`src/rtl/core/assert_macros.svh`:
```
// ----------------------------------------------------------------------------
// assert_macros.svh
// Shared concurrent assertion macros, clocked on i_clk, off while in reset.
// ----------------------------------------------------------------------------
`ifndef ASSERT_MACROS_SVH
`define ASSERT_MACROS_SVH

// Property must hold at every clock edge out of reset.
`define ASSERT_PROP(label, prop, msg) \
    label: assert property (@(posedge i_clk) disable iff (!i_rst_n) (prop)) \
        else $error(msg);

// When cond holds, nxt must hold in the next cycle.
`define ASSERT_NEXT(label, cond, nxt, msg) \
    label: assert property (@(posedge i_clk) disable iff (!i_rst_n) (cond) |=> (nxt)) \
        else $error(msg);

`endif

```
`src/rtl/core/lsec_pkg.sv`:
```
// ----------------------------------------------------------------------------
// lsec_pkg
// Types and constants shared by the scan classifier controller and datapath.
// ----------------------------------------------------------------------------
package lsec_pkg;

    localparam int THR_W      = 12;
    localparam int DENS_W     = 7;
    localparam int MAXR_W     = 16;
    localparam int CFG_DATA_W = 16;
    localparam int CFG_IDX_W  = 2;

    localparam logic [CFG_IDX_W-1:0] CFG_JUMP_THRESHOLD  = 2'd0;
    localparam logic [CFG_IDX_W-1:0] CFG_DENSITY_PERCENT = 2'd1;
    localparam logic [CFG_IDX_W-1:0] CFG_MAX_RANGE       = 2'd2;

    localparam logic [THR_W-1:0]  RST_JUMP_THRESHOLD  = 12'd5;
    localparam logic [DENS_W-1:0] RST_DENSITY_PERCENT = 7'd40;
    localparam logic [MAXR_W-1:0] RST_MAX_RANGE       = 16'd30000;

    localparam int PCT_SCALE     = 100;
    localparam int JUMP_HIGH_PCT = 135;
    localparam int JUMP_LOW_PCT  = 65;

    localparam logic [1:0] CLS_NOTHING  = 2'd0;
    localparam logic [1:0] CLS_WALLS    = 2'd1;
    localparam logic [1:0] CLS_FEATURES = 2'd2;
    localparam logic [1:0] CLS_NONE     = 2'd3;

    typedef enum logic [2:0] {
        S_IDLE,
        S_CMP,
        S_END,
        S_MUL,
        S_MUL2,
        S_RES
    } t_state;

    typedef struct packed {
        logic capture;
        logic step;
        logic close;
        logic mult;
        logic scale;
        logic decide;
    } t_dp_cmd;

    typedef struct packed {
        logic scan_last;
        logic nothing;
        logic out_busy;
    } t_dp_sts;

endpackage

```
`src/rtl/core/lsec_in_if.sv`:
```
// ----------------------------------------------------------------------------
// lsec_in_if
// Range sample channel: valid/ready handshake with sample payload.
// ----------------------------------------------------------------------------
interface lsec_in_if #(
    parameter int RANGE_BITS = 16
);
    logic                  valid;
    logic                  ready;
    logic [RANGE_BITS-1:0] range_mm;
    logic                  scan_first;
    logic                  scan_last;

    modport source (output valid, output range_mm, output scan_first, output scan_last,
                    input ready);
    modport sink (input valid, input range_mm, input scan_first, input scan_last,
                  output ready);
endinterface

```
`src/rtl/core/lsec_out_if.sv`:
```
// ----------------------------------------------------------------------------
// lsec_out_if
// Classification result channel: valid/ready handshake with class payload.
// ----------------------------------------------------------------------------
interface lsec_out_if;
    logic       valid;
    logic       ready;
    logic [1:0] env_class;
    logic       is_dense;

    modport source (output valid, output env_class, output is_dense, input ready);
    modport sink (input valid, input env_class, input is_dense, output ready);
endinterface

```
`src/rtl/core/laser_scan_environment_classifier_core.sv`:
```
// ----------------------------------------------------------------------------
// laser_scan_environment_classifier_core
// A sample without scan_last is captured with its range products, then compared.
// A sample with scan_last then goes through the window update and two multiply
// stages (skipped for a nothing-seen scan), plus any wait for the output register.
// One item at a time; ready is high only while the sequencer is idle.
// Synchronous active-low reset clears counts, sums, window fill and class; the
// window memory is not cleared, entries beyond the fill count read as zero.
// ----------------------------------------------------------------------------
module laser_scan_environment_classifier_core #(
    parameter int WINDOW_SCANS     = 100,
    parameter int MAX_SCAN_SAMPLES = 4096,
    parameter int RANGE_BITS       = 16
) (
    input  logic                            i_clk,
    input  logic                            i_rst_n,
    input  logic                            i_cfg_we,
    input  logic [lsec_pkg::CFG_IDX_W-1:0]  i_cfg_idx,
    input  logic [lsec_pkg::CFG_DATA_W-1:0] i_cfg_data,
    lsec_in_if.sink                         i_in_item,
    lsec_out_if.source                      o_res_item
);
    import lsec_pkg::*;

    t_dp_cmd w_cmd;
    t_dp_sts w_sts;
    logic    w_in_ready;
    logic    w_out_valid;
    logic [1:0] w_env_class;
    logic    w_is_dense;

    lsec_ctrl u_ctrl (
        .i_clk      (i_clk),
        .i_rst_n    (i_rst_n),
        .i_in_valid (i_in_item.valid),
        .i_sts      (w_sts),
        .o_in_ready (w_in_ready),
        .o_cmd      (w_cmd)
    );

    lsec_dp #(
        .WINDOW_SCANS     (WINDOW_SCANS),
        .MAX_SCAN_SAMPLES (MAX_SCAN_SAMPLES),
        .RANGE_BITS       (RANGE_BITS)
    ) u_dp (
        .i_clk        (i_clk),
        .i_rst_n      (i_rst_n),
        .i_cfg_we     (i_cfg_we),
        .i_cfg_idx    (i_cfg_idx),
        .i_cfg_data   (i_cfg_data),
        .i_range_mm   (i_in_item.range_mm),
        .i_scan_first (i_in_item.scan_first),
        .i_scan_last  (i_in_item.scan_last),
        .i_out_ready  (o_res_item.ready),
        .i_cmd        (w_cmd),
        .o_sts        (w_sts),
        .o_out_valid  (w_out_valid),
        .o_env_class  (w_env_class),
        .o_is_dense   (w_is_dense)
    );

    assign i_in_item.ready      = w_in_ready;
    assign o_res_item.valid     = w_out_valid;
    assign o_res_item.env_class = w_env_class;
    assign o_res_item.is_dense  = w_is_dense;

endmodule

```
`src/rtl/core/lsec_ctrl.sv`:
```
// ----------------------------------------------------------------------------
// lsec_ctrl
// Sequencer for sample compare, end-of-scan window update and result issue.
// ----------------------------------------------------------------------------
`include "assert_macros.svh"

module lsec_ctrl (
    input  logic              i_clk,
    input  logic              i_rst_n,
    input  logic              i_in_valid,
    input  lsec_pkg::t_dp_sts i_sts,
    output logic              o_in_ready,
    output lsec_pkg::t_dp_cmd o_cmd
);
    import lsec_pkg::*;

    t_state r_state;
    t_state n_state;

    always_ff @(posedge i_clk) begin
        if (!i_rst_n) begin
            r_state <= S_IDLE;
        end else begin
            r_state <= n_state;
        end
    end

    always_comb begin
        n_state    = r_state;
        o_cmd      = '0;
        o_in_ready = 1'b0;
        case (r_state)
            S_IDLE: begin
                o_in_ready = 1'b1;
                if (i_in_valid) begin
                    o_cmd.capture = 1'b1;
                    n_state       = S_CMP;
                end
            end
            S_CMP: begin
                o_cmd.step = 1'b1;
                n_state    = i_sts.scan_last ? S_END : S_IDLE;
            end
            S_END: begin
                o_cmd.close = 1'b1;
                n_state     = i_sts.nothing ? S_RES : S_MUL;
            end
            S_MUL: begin
                o_cmd.mult = 1'b1;
                n_state    = S_MUL2;
            end
            S_MUL2: begin
                o_cmd.scale = 1'b1;
                n_state     = S_RES;
            end
            S_RES: begin
                if (!i_sts.out_busy) begin
                    o_cmd.decide = 1'b1;
                    n_state      = S_IDLE;
                end
            end
            default: begin
                n_state = S_IDLE;
            end
        endcase
    end

    `ASSERT_NEXT(a_accept_to_cmp, i_in_valid && o_in_ready, r_state == S_CMP, "accept without compare")
    `ASSERT_NEXT(a_res_holds, (r_state == S_RES) && i_sts.out_busy, r_state == S_RES, "result lost while output busy")

endmodule

```
`src/rtl/core/lsec_dp.sv`:
```
// ----------------------------------------------------------------------------
// lsec_dp
// Datapath: jump/far counting, ring windows, cross-multiplied class decision.
// ----------------------------------------------------------------------------
`include "assert_macros.svh"

module lsec_dp #(
    parameter int WINDOW_SCANS     = 100,
    parameter int MAX_SCAN_SAMPLES = 4096,
    parameter int RANGE_BITS       = 16
) (
    input  logic                                i_clk,
    input  logic                                i_rst_n,
    input  logic                                i_cfg_we,
    input  logic [lsec_pkg::CFG_IDX_W-1:0]      i_cfg_idx,
    input  logic [lsec_pkg::CFG_DATA_W-1:0]     i_cfg_data,
    input  logic [RANGE_BITS-1:0]               i_range_mm,
    input  logic                                i_scan_first,
    input  logic                                i_scan_last,
    input  logic                                i_out_ready,
    input  lsec_pkg::t_dp_cmd                   i_cmd,
    output lsec_pkg::t_dp_sts                   o_sts,
    output logic                                o_out_valid,
    output logic [1:0]                          o_env_class,
    output logic                                o_is_dense
);
    import lsec_pkg::*;

    localparam int CNT_W   = $clog2(MAX_SCAN_SAMPLES);
    localparam int SMP_W   = $clog2(MAX_SCAN_SAMPLES + 1);
    localparam int FILL_W  = $clog2(WINDOW_SCANS + 1);
    localparam int POS_W   = (WINDOW_SCANS > 1) ? $clog2(WINDOW_SCANS) : 1;
    localparam int SUM_W   = CNT_W + FILL_W;
    localparam int CMP_RW  = (RANGE_BITS > MAXR_W) ? RANGE_BITS : MAXR_W;
    localparam int PROD_W  = RANGE_BITS + 8;
    localparam int TF_W    = THR_W + FILL_W;
    localparam int JC_W    = (SUM_W > TF_W) ? SUM_W : TF_W;
    localparam int DF_W    = DENS_W + FILL_W;
    localparam int DFS_W   = DF_W + SMP_W;
    localparam int N100_W  = SUM_W + 7;
    localparam int DC_W    = (DFS_W > N100_W) ? DFS_W : N100_W;

    localparam logic [CNT_W-1:0]  CNT_MAX  = CNT_W'(MAX_SCAN_SAMPLES - 1);
    localparam logic [SMP_W-1:0]  SMP_MAX  = SMP_W'(MAX_SCAN_SAMPLES);
    localparam logic [FILL_W-1:0] FILL_MAX = FILL_W'(WINDOW_SCANS);
    localparam logic [POS_W-1:0]  POS_LAST = POS_W'(WINDOW_SCANS - 1);

    logic [THR_W-1:0]      r_jump_thr;
    logic [DENS_W-1:0]     r_dens_pct;
    logic [MAXR_W-1:0]     r_max_range;

    logic [RANGE_BITS-1:0] r_prev;
    logic [CNT_W-1:0]      r_jump_cnt;
    logic [CNT_W-1:0]      r_far_cnt;
    logic [SMP_W-1:0]      r_samples;
    logic [SUM_W-1:0]      r_jump_sum;
    logic [SUM_W-1:0]      r_near_sum;
    logic [POS_W-1:0]      r_pos;
    logic [FILL_W-1:0]     r_fill;
    logic [1:0]            r_last_class;
    logic                  r_out_valid;

    logic [RANGE_BITS-1:0] r_range;
    logic                  r_first;
    logic                  r_last;
    logic [PROD_W-1:0]     r_p100;
    logic [PROD_W-1:0]     r_p135;
    logic [PROD_W-1:0]     r_p65;
    logic                  r_rfar;
    logic                  r_pfar;

    logic [CNT_W-1:0]      r_jump_mem [WINDOW_SCANS];
    logic [CNT_W-1:0]      r_near_mem [WINDOW_SCANS];
    logic [CNT_W-1:0]      r_jump_rd;
    logic [CNT_W-1:0]      r_near_rd;

    logic [TF_W-1:0]       r_thr_fill;
    logic [DF_W-1:0]       r_dens_fill;
    logic [N100_W-1:0]     r_near100;
    logic [DFS_W-1:0]      r_dens_fs;

    logic [1:0]            r_out_cls;
    logic                  r_out_dense;

    logic                  w_start;
    logic                  w_jump;
    logic [SMP_W-1:0]      w_compared;
    logic                  w_nothing;
    logic [CNT_W-1:0]      w_near;
    logic [CNT_W-1:0]      w_old_jump;
    logic [CNT_W-1:0]      w_old_near;
    logic [POS_W-1:0]      w_pos_next;
    logic                  w_wr;
    logic [1:0]            w_cls;
    logic                  w_dense;
    logic                  w_issue;

    always_comb begin
        w_start    = r_first || (r_samples == '0);
        w_jump     = (r_p100 > r_p135) || (r_p100 < r_p65);
        w_compared = r_samples - SMP_W'(1);
        w_nothing  = SMP_W'(r_far_cnt) >= w_compared;
        w_near     = CNT_W'(w_compared - SMP_W'(r_far_cnt));
        w_old_jump = (r_fill == FILL_MAX) ? r_jump_rd : '0;
        w_old_near = (r_fill == FILL_MAX) ? r_near_rd : '0;
        w_pos_next = (r_pos == POS_LAST) ? '0 : r_pos + POS_W'(1);
        w_wr       = i_cmd.close && !w_nothing;
        if (w_nothing) begin
            w_cls = CLS_NOTHING;
        end else if (JC_W'(r_jump_sum) <= JC_W'(r_thr_fill)) begin
            w_cls = CLS_WALLS;
        end else begin
            w_cls = CLS_FEATURES;
        end
        w_dense = !w_nothing && (DC_W'(r_near100) > DC_W'(r_dens_fs));
        w_issue = i_cmd.decide && (w_cls != r_last_class);
    end

    always_ff @(posedge i_clk) begin
        if (!i_rst_n) begin
            r_jump_thr   <= RST_JUMP_THRESHOLD;
            r_dens_pct   <= RST_DENSITY_PERCENT;
            r_max_range  <= RST_MAX_RANGE;
            r_prev       <= '0;
            r_jump_cnt   <= '0;
            r_far_cnt    <= '0;
            r_samples    <= '0;
            r_jump_sum   <= '0;
            r_near_sum   <= '0;
            r_pos        <= '0;
            r_fill       <= '0;
            r_last_class <= CLS_NONE;
            r_out_valid  <= 1'b0;
        end else begin
            if (i_cfg_we) begin
                case (i_cfg_idx)
                    CFG_JUMP_THRESHOLD:  r_jump_thr  <= i_cfg_data[THR_W-1:0];
                    CFG_DENSITY_PERCENT: r_dens_pct  <= i_cfg_data[DENS_W-1:0];
                    CFG_MAX_RANGE:       r_max_range <= i_cfg_data[MAXR_W-1:0];
                    default: begin
                    end
                endcase
            end
            if (i_cmd.step) begin
                r_prev <= r_range;
                if (w_start) begin
                    r_jump_cnt <= '0;
                    r_far_cnt  <= '0;
                    r_samples  <= SMP_W'(1);
                end else begin
                    if (w_jump && !(r_rfar && r_pfar) && (r_jump_cnt < CNT_MAX)) begin
                        r_jump_cnt <= r_jump_cnt + CNT_W'(1);
                    end
                    if (r_rfar && (r_far_cnt < CNT_MAX)) begin
                        r_far_cnt <= r_far_cnt + CNT_W'(1);
                    end
                    if (r_samples < SMP_MAX) begin
                        r_samples <= r_samples + SMP_W'(1);
                    end
                end
            end
            if (w_wr) begin
                r_jump_sum <= r_jump_sum - SUM_W'(w_old_jump) + SUM_W'(r_jump_cnt);
                r_near_sum <= r_near_sum - SUM_W'(w_old_near) + SUM_W'(w_near);
                r_pos      <= w_pos_next;
                if (r_fill < FILL_MAX) begin
                    r_fill <= r_fill + FILL_W'(1);
                end
            end
            if (i_cmd.decide) begin
                r_jump_cnt <= '0;
                r_far_cnt  <= '0;
                r_samples  <= '0;
            end
            if (w_issue) begin
                r_last_class <= w_cls;
                r_out_valid  <= 1'b1;
            end else if (r_out_valid && i_out_ready) begin
                r_out_valid <= 1'b0;
            end
        end
    end

    always_ff @(posedge i_clk) begin
        if (i_cmd.capture) begin
            r_range <= i_range_mm;
            r_first <= i_scan_first;
            r_last  <= i_scan_last;
            r_p100  <= PROD_W'(i_range_mm) * PROD_W'(PCT_SCALE);
            r_p135  <= PROD_W'(r_prev) * PROD_W'(JUMP_HIGH_PCT);
            r_p65   <= PROD_W'(r_prev) * PROD_W'(JUMP_LOW_PCT);
            r_rfar  <= CMP_RW'(i_range_mm) > CMP_RW'(r_max_range);
            r_pfar  <= CMP_RW'(r_prev) > CMP_RW'(r_max_range);
        end
        if (i_cmd.mult) begin
            r_thr_fill  <= TF_W'(r_jump_thr) * TF_W'(r_fill);
            r_dens_fill <= DF_W'(r_dens_pct) * DF_W'(r_fill);
            r_near100   <= N100_W'(r_near_sum) * N100_W'(PCT_SCALE);
        end
        if (i_cmd.scale) begin
            r_dens_fs <= DFS_W'(r_dens_fill) * DFS_W'(r_samples);
        end
        if (w_issue) begin
            r_out_cls   <= w_cls;
            r_out_dense <= w_dense;
        end
    end

    always_ff @(posedge i_clk) begin
        if (w_wr) begin
            r_jump_mem[r_pos] <= r_jump_cnt;
            r_near_mem[r_pos] <= w_near;
        end
        r_jump_rd <= r_jump_mem[r_pos];
        r_near_rd <= r_near_mem[r_pos];
    end

    assign o_sts.scan_last = r_last;
    assign o_sts.nothing   = w_nothing;
    assign o_sts.out_busy  = r_out_valid && !i_out_ready;
    assign o_out_valid     = r_out_valid;
    assign o_env_class     = r_out_cls;
    assign o_is_dense      = r_out_dense;

    `ASSERT_PROP(a_fill_tracks_pos, (r_fill < FILL_MAX) |-> (FILL_W'(r_pos) == r_fill), "ring position out of step with fill")
    `ASSERT_PROP(a_issue_on_change, $rose(r_out_valid) |-> (r_last_class != $past(r_last_class)), "result without class change")
    `ASSERT_PROP(a_jumps_bounded, (r_samples != '0) |-> (SMP_W'(r_jump_cnt) < r_samples), "jump count exceeds compared samples")

endmodule
```
`src/flat_wrapper.sv`:
```
// flat-port wrapper written by rule: the top's interface ports become plain ports
module laser_scan_environment_classifier_core_flat import lsec_pkg::*;
#(
    parameter int WINDOW_SCANS     = 100,
    parameter int MAX_SCAN_SAMPLES = 4096,
    parameter int RANGE_BITS       = 16
)
  (i_clk, i_rst_n, i_cfg_we, i_cfg_idx, i_cfg_data, i_in_item_valid, i_in_item_range_mm, i_in_item_scan_first, i_in_item_scan_last, i_in_item_ready, o_res_item_valid, o_res_item_env_class, o_res_item_is_dense, o_res_item_ready);
  lsec_in_if #(.RANGE_BITS(RANGE_BITS)) i_in_item_i ();
  lsec_out_if o_res_item_i ();
  input  logic i_clk;
  input  logic i_rst_n;
  input  logic i_cfg_we;
  input  logic [lsec_pkg::CFG_IDX_W-1:0] i_cfg_idx;
  input  logic [lsec_pkg::CFG_DATA_W-1:0] i_cfg_data;
  input wire logic [$bits(i_in_item_i.valid)-1:0] i_in_item_valid;
  input wire logic [$bits(i_in_item_i.range_mm)-1:0] i_in_item_range_mm;
  input wire logic [$bits(i_in_item_i.scan_first)-1:0] i_in_item_scan_first;
  input wire logic [$bits(i_in_item_i.scan_last)-1:0] i_in_item_scan_last;
  output wire logic [$bits(i_in_item_i.ready)-1:0] i_in_item_ready;
  output wire logic [$bits(o_res_item_i.valid)-1:0] o_res_item_valid;
  output wire logic [$bits(o_res_item_i.env_class)-1:0] o_res_item_env_class;
  output wire logic [$bits(o_res_item_i.is_dense)-1:0] o_res_item_is_dense;
  input wire logic [$bits(o_res_item_i.ready)-1:0] o_res_item_ready;
  assign i_in_item_i.valid = i_in_item_valid;
  assign i_in_item_i.range_mm = i_in_item_range_mm;
  assign i_in_item_i.scan_first = i_in_item_scan_first;
  assign i_in_item_i.scan_last = i_in_item_scan_last;
  assign i_in_item_ready = i_in_item_i.ready;
  assign o_res_item_valid = o_res_item_i.valid;
  assign o_res_item_env_class = o_res_item_i.env_class;
  assign o_res_item_is_dense = o_res_item_i.is_dense;
  assign o_res_item_i.ready = o_res_item_ready;
  laser_scan_environment_classifier_core #(.WINDOW_SCANS(WINDOW_SCANS), .MAX_SCAN_SAMPLES(MAX_SCAN_SAMPLES), .RANGE_BITS(RANGE_BITS)) u_core (.i_clk(i_clk), .i_rst_n(i_rst_n), .i_cfg_we(i_cfg_we), .i_cfg_idx(i_cfg_idx), .i_cfg_data(i_cfg_data), .i_in_item(i_in_item_i), .o_res_item(o_res_item_i));
endmodule
```
`config.mk`:
```
export PLATFORM = sky130hd
export DESIGN_NAME = laser_scan_environment_classifier_core_flat
export DESIGN_NICKNAME = d
export VERILOG_FILES = /design/src/rtl/core/lsec_pkg.sv /design/src/rtl/core/lsec_in_if.sv /design/src/rtl/core/lsec_out_if.sv /design/src/rtl/core/laser_scan_environment_classifier_core.sv /design/src/rtl/core/lsec_ctrl.sv /design/src/rtl/core/lsec_dp.sv /design/src/flat_wrapper.sv
export VERILOG_INCLUDE_DIRS = /design/src /design/src/rtl/core
export SDC_FILE = /design/constraint.sdc
export NUM_CORES = 2
export LEC_CHECK = 0
export BUFFER_PORTS_ARGS = -buffer_cell sky130_fd_sc_hd__buf_2
export CAP_MARGIN = 10
export CORE_UTILIZATION = 30
export DETAILED_ROUTE_END_ITERATION = 12
export SLEW_MARGIN = 20
export SYNTH_ARGS = -nofsm -noshare
export SYNTH_HDL_FRONTEND = slang
export SYNTH_SLANG_ARGS = --single-unit
```
`constraint.sdc`:
```
create_clock -name i_clk -period 8.28 [get_ports i_clk]
set_input_delay 0.414 -clock i_clk [delete_from_list [all_inputs] [get_ports i_clk]]
set_output_delay 0.414 -clock i_clk [all_outputs]
set_load 0.02 [all_outputs]
```
# == Word-level counts from Yosys, hierarchy flattened ==
# Memories as Yosys holds them, arrays and structs flattened. A register that Yosys moved wholly into a read port is not among the register bits.
# Cells that the tools add are included.
# classes
add_sub_neg,11
mul,7
div_mod_pow,0
order_cmp,11
eq_ne,12
n_shift,0
muxes,29
bitwise,1
reduce_logical,30
# ops
cell,n
$mux 12,6
$add 19x12->19,2
$sub 19x12->19,2
$gt 16x16->1,2
$gt 26x27->1,1
$mul 14x13->27,1
$mux 13,2
$add 12x1->12 const B,2
$gt 23x24->1,1
$lt 12x12->1 const B,2
$mul 16x8->24 const B,1
$mul 19x5->24 const B,1
$lt 23x23->1,1
$mul 16x7->23 const B,1
$mul 16x5->21 const B,1
$le 19x19->1,1
$mul 12x7->19,1
$pmux 3 s6,1
$reduce_and 2->1,8
$add 7x1->7 const B,2
$eq 7x7->1 const B,2
$mul 7x7->14,1
$add 13x1->13 const B,1
$ge 12x13->1,1
other kinds (24),57
# word_totals
register_bits,321
latch_bits,0
mem_bits_rw,2400
rom_bits,0
output_inout_bits,5
n_memories,2
# mem_list
memory,depth,word_bits,read_ports,rd_ports_with_merged_regs,write_ports,line,rtl
u_core.u_dp.r_jump_mem,100,12,1,1,1,lsec_dp.sv:72,logic [CNT_W-1:0] r_jump_mem [WINDOW_SCANS];
u_core.u_dp.r_near_mem,100,12,1,1,1,lsec_dp.sv:73,logic [CNT_W-1:0] r_near_mem [WINDOW_SCANS];

# == Depth between registers and ports, before layout ==
# logic_depth
word_depth,6
depth_mapped,25
ltp_nobuf,24

# == Cells and area by module ==
# Synthesis repeated with hierarchy kept, for this count alone.
# unflattened
hier_cells,8239
area_unflattened_um2,120907.2
# modules_own_cells
module,n_inst,cells_per_inst,area_each_um2
lsec_dp,1,8213,120698.3
lsec_ctrl,1,26,209.0

# == Worst setup path after synthesis ==
# No wires, ideal clock.
# synth_timing
path_kind,flip-flop to flip-flop
startpoint,register u_core.u_dp.r_samples[1]
endpoint,register u_core.u_dp.r_near_sum[17]
setup_ns,0.128
arrival_time_ns,7.073
required_ns,8.152
slack_ns,1.080
stages_incl_launch_ff,16
path_buffers,1
period_less_slack_ns,7.200
cell_sequence,dfxtp_1 > clkbuf_1 > inv_1 > ha_1 > fa_1 > xnor2_1 > fa_1 > ha_1 > a21o_1 > a2111oi_0 > o21ai_1 > nand3_1 > a2111oi_0 > or3_1 > a31oi_1 > nor2_1
# synth_via
elab_cells_between_ends,6
cone_classes,add/sub: 3; order compare: 1; reduce/logical: 2
# synth_lines
item,line,rtl
"start, declared",lsec_dp.sv:55,logic [SMP_W-1:0] r_samples;
"start signal, assigned",lsec_dp.sv:158,r_samples <= r_samples + SMP_W'(1);
$sub 13x1->13,lsec_dp.sv:101,w_compared = r_samples - SMP_W'(1);
$sub 12x12->12,lsec_dp.sv:103,w_near = CNT_W'(w_compared - SMP_W'(r_far_cnt));
via u_core.u_dp.w_near[2],lsec_dp.sv:89,logic [CNT_W-1:0] w_near;
$add 19x12->19,lsec_dp.sv:164,r_near_sum <= r_near_sum - SUM_W'(w_old_near) + SUM_W'(w_near);
"end signal, assigned",lsec_dp.sv:164,
"end, declared",lsec_dp.sv:57,logic [SUM_W-1:0] r_near_sum;
# The timed path passes the listed nets, and every way through them passes these cells.
# A chain may end at the register's enable or synchronous reset.

# == Worst setup path in the final report ==
# layout_timing
startpoint,register u_core.u_dp.r_samples[2]
endpoint,"register u_core.u_dp.r_dens_fs[25], data pin"
# layout_via
elab_chain_cells,1
# layout_rtl
item,line,rtl
$mul 14x13->27,lsec_dp.sv:201,r_dens_fs <= DFS_W'(r_dens_fill) * DFS_W'(r_samples);
"end signal, assigned",lsec_dp.sv:201,
"end, declared",lsec_dp.sv:80,logic [DFS_W-1:0] r_dens_fs;
# No other way between the ends.

==> impl_metrics.py <==
metrics = {
    "yosys": {
        "synth_top_cell_by_area": "edfxtp_1",
        "syn_area_per_cell_um2": 14.7,
        "synthCells": 8219,
        "synth_cell_types": 88,
        "ys_top_cells_by_area": "edfxtp_1, ha_1, a22oi_1",
        "ys_seq_elements": 2741,
        "synthArstFlopShare_pct": 0,
        "synth_top_cell_area_share_pct": 63.9,
        "seq_area_frac_synth_pct": 66.8,
        "yosysWarnings": 0,
        "synth_edf_count": 2571,
        "synth_nets": 9057,
        "syn_area_um2": 121000,
        "ys.flop_type": "edfxtp_1",
    },
    "placed_design": {
        "placedCellCount": 13300,
        "hpwl_mm": 210,
        "portBuffers": 45,
        "gp_congestion": 0.846,
    },
    "final_layout": {
        "final_common_cell": "edfxtp_1",
        "drive_above_1_share_pct": 10.5,
        "final_cell_mix": "edfxtp_1, a22oi_1, inv_1",
        "fill_cells": 37900,
        "area_growth_pct": 14.0,
        "fin_nets": 9243,
        "fin_cells": 13900,
    },
    "setup_path": {
        "crit_top_cell": "fa_1",
        "worst-path-max-fanout": 21,
        "cp_slowest_cell": "dfxtp_1",
        "critPathArrivalTime_ns": 6.95,
        "crit_type": "reg -> reg",
        "critPathMaxStageDelay_ns": 0.85,
        "path_buf_inv": 4,
        "critical_path.startpoint_type": "register",
        "path_cells": "and2_1, fa_1, inv_1, fa_1, inv_1, fa_1, fa_1, inv_1, fa_1, inv_1, ha_1, o21a_1, o21ai_1, or4b_1, a31oi_1, or4_1, nand4_1, a31oi_1, mux2i_1, o2111ai_1",
        "path_delay_family": "adder cells",
        "endpoint_kind": "register",
        "cp.required_ns": 8.83,
    },
    "die": {
        "die_h_um": 636,
        "core_area_um2": 400000,
        "die_w_um": 636,
        "ios": 46,
        "start_util_pct": 30.2,
        "std_cell_rows": 232,
        "die-area_um2": 405000,
    },
    "flow_run": {
        "max-cap-violations": 0,
    },
    "clock_network": {
        "clk-insertion-delay-late_ns": 0.88,
        "clk_pin_slew_worst_paths_ns": 0.06,
        "cts_repair_resize_count": 0,
        "root_buffer": "clkbuf_16",
        "cts_sinks": 2741,
        "clockBufferDepth": 4,
        "htree_levels": 5,
        "cts-buffers-inserted": 294,
        "cts_tree": "yes",
    },
    "detailed_routing": {
        "finalWirelength_mm": 350,
        "drtPass1Iterations": 6,
        "route.antenna.remaining_nets": 0,
        "drc": 0,
        "first_iter_violations": 8401,
        "wl_per_cell_um": 25.2,
        "via_count": 73900,
        "post_drt_via_cell_ratio": 5.31,
    },
    "sta": {
        "setup_tns_ns": 0,
        "worstMarginPinSlew_ns": 1.25,
        "finClkSkew_ns": 0.0970,
        "rsz0062_at_grt": "no",
        "final.period_utilization_pct": 77.3,
        "slew_headroom_pct": 15.9,
        "setup_viol": 0,
        "drv_slew": 0,
        "layout_min_cycle_time_ns": 6.40,
        "fmax_mhz": 156,
        "final-hold-violation-count": 0,
    },
    "power_and_ir_drop": {
        "peakVddDrop_mv": 0.157,
        "power.density_nw_per_um2": 221,
        "p_leak_nw": 47.1,
    },
    "global_route": {
        "grt_max_degree": 104,
        "antenna_found_initial": 29,
        "grt_use_total_pct": 16.8,
        "grt-ovfl-total": 0,
        "grt_pass1_wl_mm": 508,
        "grt_pass1_vias": 74100,
    },
    "worst_hold_path": {
        "min_path_type": "in -> reg",
    },
    "status": {
        "status": "finished clean",
    },
}
[report_power, final]
part	internal [mW]	switching [mW]	total, mW
Clock	7.26	5.42	12.7
Sequential	15.4	0.102	15.5
Combinational	0.721	1.43	2.15
[final cells by class]
| type | count | area [µm²] | area share (%) |
|---|---|---|---|
| antenna | 9 | 22.5 | 0.0164 |
| clock inverter | 168 | 1360 | 0.986 |
| sequential | 2741 | 80700 | 58.6 |
| multi-input combinational | 4363 | 36000 | 26.2 |
| tap | 5265 | 6590 | 4.78 |
| clock buffer | 359 | 7820 | 5.68 |
| inverter | 690 | 2600 | 1.89 |
| timing repair buffer | 315 | 2640 | 1.91 |
[worst register-to-register path: stages, from the launching register on]
cell	delay, ns
dfxtp_1	0.85
and2_1	0.28
fa_1	0.43
inv_1	0.09
fa_1	0.42
inv_1	0.09
fa_1	0.44
fa_1	0.56
inv_1	0.06
fa_1	0.48
inv_1	0.05
ha_1	0.32
o21a_1	0.16
o21ai_1	0.10
or4b_1	0.58
a31oi_1	0.27
or4_1	0.18
nand4_1	0.12
a31oi_1	0.27
mux2i_1	0.22
o2111ai_1	0.13
[Yosys cell counts, types with 70 or more instances]
cell      count
a21o_1       71
ha_1        517
and2_1      170
nor2_1      271
dfxtp_1     170
edfxtp_1   2571
nand2_1     463
a22o_1      164
a221oi_1    164
xnor2_1     116
nand4_1     169
a22oi_1     819
a31oi_1     114
nand3_1      70
clkbuf_1    176
inv_1       688
o21ai_0     106
buf_2       181
fa_1        280
a21oi_1     236
[per-layer routing]
| metal | track usage (%) | share of wire, % |
|---|---|---|
| met5 | 0.354 | 0.15 |
| met4 | 5.22 | 3.4 |
| met3 | 2.87 | 8.7 |
| met2 | 27.3 | 46 |
| met1 | 22.8 | 42 |
[flip-flops by register name, summed over array words and instances (netlist names), 13 cells and up]
| register | cells |
|---|---|
| u_core.u_dp.r_near100 | 24 |
| u_core.u_dp.r_thr_fill | 19 |
| u_core.u_dp.r_dens_fill | 14 |
| u_core.u_dp.r_p135 | 24 |
| u_core.u_dp.r_range | 16 |
| u_core.u_dp.r_samples | 13 |
| u_core.u_dp.r_max_range | 16 |
| u_core.u_dp.r_p65 | 22 |
| u_core.u_dp.r_dens_fs | 27 |
| u_core.u_dp.r_jump_mem | 1200 |
| u_core.u_dp.r_jump_sum | 19 |
| u_core.u_dp.r_near_mem | 1200 |
| u_core.u_dp.r_near_sum | 19 |
| u_core.u_dp.r_p100 | 18 |
| u_core.u_dp.r_prev | 16 |
[kinds of logic after synthesis]
logic type | share of synthesized area, %
adder cells (fa/ha/maj) | 10.0
AO/OA/AOI/OAI | 11.9
buffers and inverters | 3.73
AND/OR/NAND/NOR | 5.53
multiplexers | 0.824
flip-flops | 66.8
XOR/XNOR | 1.24
[final timing paths]
kind	end	startpoint	cells past startpoint	slack (ns)
hold / removal	u_core.u_dp.r_jump_thr[3]	i_cfg_idx[0]	4	0.06
setup reg to reg	u_core.u_dp.r_dens_fs[25]	u_core.u_dp.r_samples[2]	20	1.88
hold reg to reg	u_core.u_dp.r_jump_sum[0]	u_core.u_dp.r_jump_sum[0]	2	0.46
setup / recovery	u_core.u_dp.r_dens_fs[25]	u_core.u_dp.r_samples[2]	20	1.88
[what timing repair did]
action | in CTS | in global routing
hold buffers | 34 | 0
buffers inserted | 0 | 0
hold endpoints to repair | 54 | 0
[through the flow]
stage / total power [mW] / setup WS (ns) / utilization [%] / area [µm²] / hold slack [ns]
3_3_place_gp: 17.8 / 1.92 / 32.0 / 128000 / 0.444
3_5_place_dp: 17.9 / 1.92 / 32.0 / 128000 / 0.449
4_1_cts: 30.5 / 1.86 / 34.4 / 138000 / 0.0386
5_1_grt: 31.2 / 1.47 / 34.4 / 138000 / 0.0727
6_report: 30.4 / 1.88 / 34.4 / 138000 / 0.0643
2_1_floorplan: 17.2 / 1.08 / - / 121000 / 0.436
No activity file was read; power rests on OpenSTA's default activity.
